[src/fcf_pkg.sv]
package fcf_pkg;

   localparam int MAX_INPUTS_DEF  = 64;
   localparam int MAX_OUTPUTS_DEF = 64;
   localparam int IDX_W           = 12;   // covers up to 4096 inputs
   localparam logic [6:0] COUNT_RESET = 7'd64;

   typedef enum logic [1:0] {
      REQ_WEIGHT = 2'd0,
      REQ_BIAS   = 2'd1,
      REQ_ELEM   = 2'd2,
      REQ_NOP    = 2'd3
   } req_code_type;

   typedef enum logic {
      REG_INPUT_COUNT  = 1'b0,
      REG_OUTPUT_COUNT = 1'b1
   } reg_index_type;

   typedef enum logic [2:0] {
      ST_IDLE = 3'b001,
      ST_RUN  = 3'b010,
      ST_OUT  = 3'b100
   } state_type;

   // one element travelling down the chain
   typedef struct packed {
      logic              valid;
      logic              first;
      logic              last;
      logic [IDX_W-1:0]  idx;
      logic signed [15:0] x;
   } tok_type;

   typedef struct packed {
      logic              en;
      logic [5:0]        row;
      logic [5:0]        col;
      logic signed [15:0] value;
   } wr_type;

   function automatic logic signed [31:0] sat_add(input logic signed [31:0] a,
                                                  input logic signed [31:0] b);
      logic signed [32:0] s;
      s = {a[31], a} + {b[31], b};
      if (s[32] != s[31]) begin
         sat_add = s[32] ? 32'sh8000_0000 : 32'sh7fff_ffff;
      end else begin
         sat_add = s[31:0];
      end
   endfunction

endpackage

[src/fcf_cell.sv]
module fcf_cell #(
   parameter int MAX_INPUTS = fcf_pkg::MAX_INPUTS_DEF,
   parameter int CELL_ID    = 0
) (
   input  logic                clock,
   input  logic                reset,
   input  fcf_pkg::tok_type    tok_in,
   output fcf_pkg::tok_type    tok_out,
   input  fcf_pkg::wr_type     wwr,
   input  fcf_pkg::wr_type     bwr,
   input  logic                shift,
   input  logic signed [31:0]  res_in,
   output logic signed [31:0]  res_out,
   output logic                done
);
   import fcf_pkg::*;

   localparam int IW = (MAX_INPUTS > 1) ? $clog2(MAX_INPUTS) : 1;

   logic signed [15:0] wmem [MAX_INPUTS];
   logic signed [15:0] w_q;
   logic signed [15:0] bias_ff;
   tok_type            tok_ff;
   logic               b_valid_ff, b_first_ff, b_last_ff;
   logic signed [31:0] prod_ff;
   logic signed [31:0] acc_ff, acc_in;
   logic               c_last_ff;
   logic signed [31:0] res_ff;
   logic               done_ff;
   logic [31:0]        col_wide;
   logic               w_hit, b_hit;

   assign col_wide = 32'(wwr.col);
   assign w_hit = wwr.en && (32'(wwr.row) == CELL_ID) && (col_wide < MAX_INPUTS);
   assign b_hit = bwr.en && (32'(bwr.row) == CELL_ID);

   always_ff @(posedge clock) begin
      if (w_hit) wmem[col_wide[IW-1:0]] <= wwr.value;
      if (tok_in.valid) w_q <= wmem[tok_in.idx[IW-1:0]];
      if (b_hit) bias_ff <= bwr.value;
   end

   // hop register to the neighbor, plus multiply stage
   always_ff @(posedge clock) begin
      b_first_ff <= tok_ff.first;
      b_last_ff  <= tok_ff.last;
      if (tok_ff.valid) prod_ff <= w_q * tok_ff.x;
      if (reset) begin
         tok_ff.valid <= 1'b0;
         b_valid_ff   <= 1'b0;
      end else begin
         tok_ff       <= tok_in;
         b_valid_ff   <= tok_ff.valid;
      end
   end

   assign acc_in = sat_add(b_first_ff ? 32'sd0 : acc_ff, prod_ff);

   always_ff @(posedge clock) begin
      if (b_valid_ff) acc_ff <= acc_in;
      if (c_last_ff) begin
         res_ff <= sat_add(acc_ff, {{8{bias_ff[15]}}, bias_ff, 8'h00});
      end else if (shift) begin
         res_ff <= res_in;
      end
      if (reset) begin
         c_last_ff <= 1'b0;
         done_ff   <= 1'b0;
      end else begin
         c_last_ff <= b_valid_ff && b_last_ff;
         done_ff   <= c_last_ff;
      end
   end

   assign tok_out = tok_ff;
   assign res_out = res_ff;
   assign done    = done_ff;
endmodule

[config.mk]
export PLATFORM = sky130hd
export DESIGN_NAME = fcf_cell
export DESIGN_NICKNAME = d
export VERILOG_FILES = /design/src/fcf_pkg.sv /design/src/fcf_cell.sv
export SDC_FILE = /design/constraint.sdc
export NUM_CORES = 2
export LEC_CHECK = 0
export BUFFER_PORTS_ARGS = -buffer_cell sky130_fd_sc_hd__buf_2
export CAP_MARGIN = 20
export CORE_MARGIN = 3
export CORE_UTILIZATION = 30
export DETAILED_ROUTE_END_ITERATION = 7
export GPL_TIMING_DRIVEN = 0
export PLACE_DENSITY = 0.51
export SYNTH_ARGS = -nofsm -noshare
export SYNTH_HDL_FRONTEND = slang
export SYNTH_SLANG_ARGS = --single-unit
export TNS_END_PERCENT = 30
[constraint.sdc]
create_clock -name clock -period 11.6 [get_ports clock]
set_clock_uncertainty 0.1 [all_clocks]
set_input_delay 2.32 -clock clock [delete_from_list [all_inputs] [get_ports clock]]
set_output_delay 2.32 -clock clock [all_outputs]
set_load 0.005 [all_outputs]
==> impl_results.md <==
* R2R Path End: prod_ff[29]$_DFFE_PP_
* Row count at 160
* Commonest non-fill, non-tap cell in the layout: edfxtp_1
* Vias in the first global route at 32330
* Share of cells above drive strength 1 at 23.24%
* Synth area leader: edfxtp_1
* Synthesized area per cell at 17.11 µm²
* Yosys reg bits at 1188
* Final critical-path share of the clock period at 68.00%
* Cell chain of the critical path: clkbuf_1, nand2_1, fa_1, inv_1, fa_1, inv_1, fa_1, inv_1, fa_1, fa_1, inv_1, fa_1, inv_1, ha_1, clkbuf_1, nand4_1, a211oi_1, a21oi_1, o31ai_2, nand3_1, a31oi_1, a2111oi_0, or3_1, xnor2_1
* Die ar. at 197000 µm²
* Die X at around 440 µm
* Drt first pass iters at 5
* Gates resized, CTS repair at 0
* CP startpoint kind: flop
* CTS buffer count at ~130
* Mapped Area at between 50000 and 60000 µm²
* Number of setup buffers added after CTS at 0
* Max Buffers Root-to-Sink at 3
* Starting Density at 30.21%
* Crit-path max FO at 10
* Fmax at 126.8 MHz
* Die height at 443.9 µm
* Setup crit end kind: flop
* Setup-failing EPs final at 0
* Clk Latency, worst-skew pair at between 0.7 and 0.8 ns
* Reg2reg setup slack at about 3.7 ns
* DRT antenna net count at 0
* Final HPWL from detailed placement at 113800 µm
* Crit-path max cell delay at 0.59 ns
* GPL Wtd Cong at 0.8450
* WP depth at 24
* Root Buffer: clkbuf_16
* Gr usage total at between 15 and 20%
* WS Path Type: reg2reg
* Wirelength per Cell at ~24 µm
* Most used cell, CP: fa_1
* Worst vdd ir at 0.0005744 V
* CTS H-tree lvls at 4
* Slowest CP cell: edfxtp_1
* Clock sinks at 1188
* Area growth from synthesis to layout at 17.42%
* I/O Pins at 188
* Largest net degree at the start of global routing at 54
* Primary FF master, synth: edfxtp_1
* Top cells by area, synth: edfxtp_1, mux4_2, fa_1, ha_1, inv_1
* Outcome: finished clean
* Yosys warning count at 0
* Synth async-reset ratio at 0%
* Slew Limit Fails at 0
* Max-cap violations at 0
* Synth Net Count at roughly 4000
* Unrepaired setup endpoints after global routing: false
* DR vias at 30570
* Nets at between 4000 and 5000
* Tot Pwr at roughly 20000 µW
* CTS clock-pin slew for the worst setup and hold paths at 0.06 ns
* Register-to-Register Path Depth at 24
* RR Startpoint: w_q[7]$_DFFE_PP_
* Hold buffer count at cts at 0
* Worst Hold Class: reg2reg
* Number of I/O port buffers at 178
* Family with the most delay on the worst path: adder cells
* DRT Wirelength at 153500 µm
* Required @ worst endpoint at 12.00 ns
* Iteration-0 DRC Markers at 2256
* First-pass GRT wire length at 225700 µm
* Fin crit period at 7.888 ns
* Number of synthesized flops with an enable pin at roughly 1200
* P per Cell Area at 296.4 nW/µm²
* Floorplan core area at 190400 µm²
* Overflow after GRT at 0
* Slew HR at 25.48%
* WP data arrival at 8.29 ns
* Sequential fraction of the synthesis area at 61.91%
* DRC viols at 0
* CTS tree: built
* Most frequent cells in the layout: edfxtp_1, mux4_2, inv_1
* Initial antenna violation count at 13
* LEAKAGE at 0.02370 µW
* CP Buf/Inv Count at 7
* Yosys top cell area share at 61.71%
* Min-Delay Startpoint: b_last_ff$_DFF_P_
* Critical path capture point: prod_ff[29]$_DFFE_PP_
* Setup TNS at 0 ns
* Post-Synthesis Cells at 3361
* Critical path launch point: w_q[7]$_DFFE_PP_
* Slew at the pin closest to its max-slew limit at 1.118 ns
* Drt via density at 4.785
* Final Hold Vio Count at 0
* Synth unique cells at 74
==> area by class of cell <==
class	instances	area [µm²]
Timing Repair Buffer	271	2396
Tap cell	2511	3142
Antenna cell	5	12.51
Sequential cell	1188	35620
Buffer	140	566.8
Clock buffer	155	3432
Inverter	320	1201
Clock inverter	86	867.1
Fill cell	17950	122800
Multi-Input combinational cell	1713	20310
==> flip-flops by register name, indices dropped and copies added, names as in the netlist, 16 cells and up <==
name,flops
acc_ff,32
bias_ff,16
prod_ff,32
res_out,32
tok_out,31
w_q,16
wmem,1024
==> Yosys cell counts (4+ instances only) <==
cell,instances
dfxtp_1,6
a21oi_2,15
a21o_1,38
nor4_1,4
inv_1,320
xor2_1,23
a211oi_1,14
and2_1,130
o31ai_1,4
nand3_1,14
clkbuf_1,94
a31oi_1,7
buf_2,11
nand2_1,187
mux4_2,336
o21a_1,9
o21bai_1,7
xnor2_1,61
o21ai_0,37
nor2_1,151
nor2b_1,39
edfxtp_1,1182
nand2b_1,12
ha_1,138
fa_1,264
a21oi_1,106
o211ai_1,6
nand4_1,8
or3_1,9
nor3_1,15
and3_1,8
buf_1,30
maj3_1,8
==> report_power, final <==
group,total (µW),switching (µW),internal [µW]
registers,5480,95.7,5380
logic,10400,5970,4440
clock network,4130,1810,2320
==> per-stage QoR <==
stage | std cells | util (%) | worst slack, ns | hold WS, ns | cell area (µm²)
floorplan | 3361 | - | 5.074 | 0.2719 | 57520
global placement | 6050 | 32.33 | 3.647 | 0.3370 | 61550
detailed placement | 6135 | 33.15 | 3.575 | 0.3388 | 63110
CTS | 6376 | 35.41 | 3.553 | 0.3517 | 67410
global route | 6385 | 35.47 | 3.263 | 0.3775 | 67530
finish | 6389 | 35.48 | 3.712 | 0.3480 | 67540
==> worst min-delay path by stage <==
| stage | endpoint | slack (ns) | depth (start not counted) |
|---|---|---|---|
| 4_1_cts | c_last_ff$_SDFF_PP0_ | 0.35 | 1 |
| 3_5_place_dp | c_last_ff$_SDFF_PP0_ | 0.34 | 1 |
| 6_report | c_last_ff$_SDFF_PP0_ | 0.35 | 1 |
| 2_1_floorplan | b_first_ff$_DFF_P_ | 0.27 | 0 |
| 5_1_grt | c_last_ff$_SDFF_PP0_ | 0.38 | 1 |
| 3_3_place_gp | c_last_ff$_SDFF_PP0_ | 0.34 | 1 |
==> routing by layer <==
metal	GRT usage, %	share of wire, %	up-vias
li1	-	-	13450
met1	20.37	42	16040
met2	26.75	51	860
met3	2.497	5.0	218
met4	4.339	2.5	4
met5	0	0.018	-
==> cells by family after synthesis <==
group	Yosys count	synth area share [%]
and+or+nand+nor	599	5.044
buffers and inverters	460	3.074
DFF	1188	61.91
AOI/OAI and AO/OA	284	3.204
muxes	336	13.16
xor gates and xnor gates	84	1.279
adders and majority gates	410	12.33
Note: power is estimated with default switching activity, not from simulation.
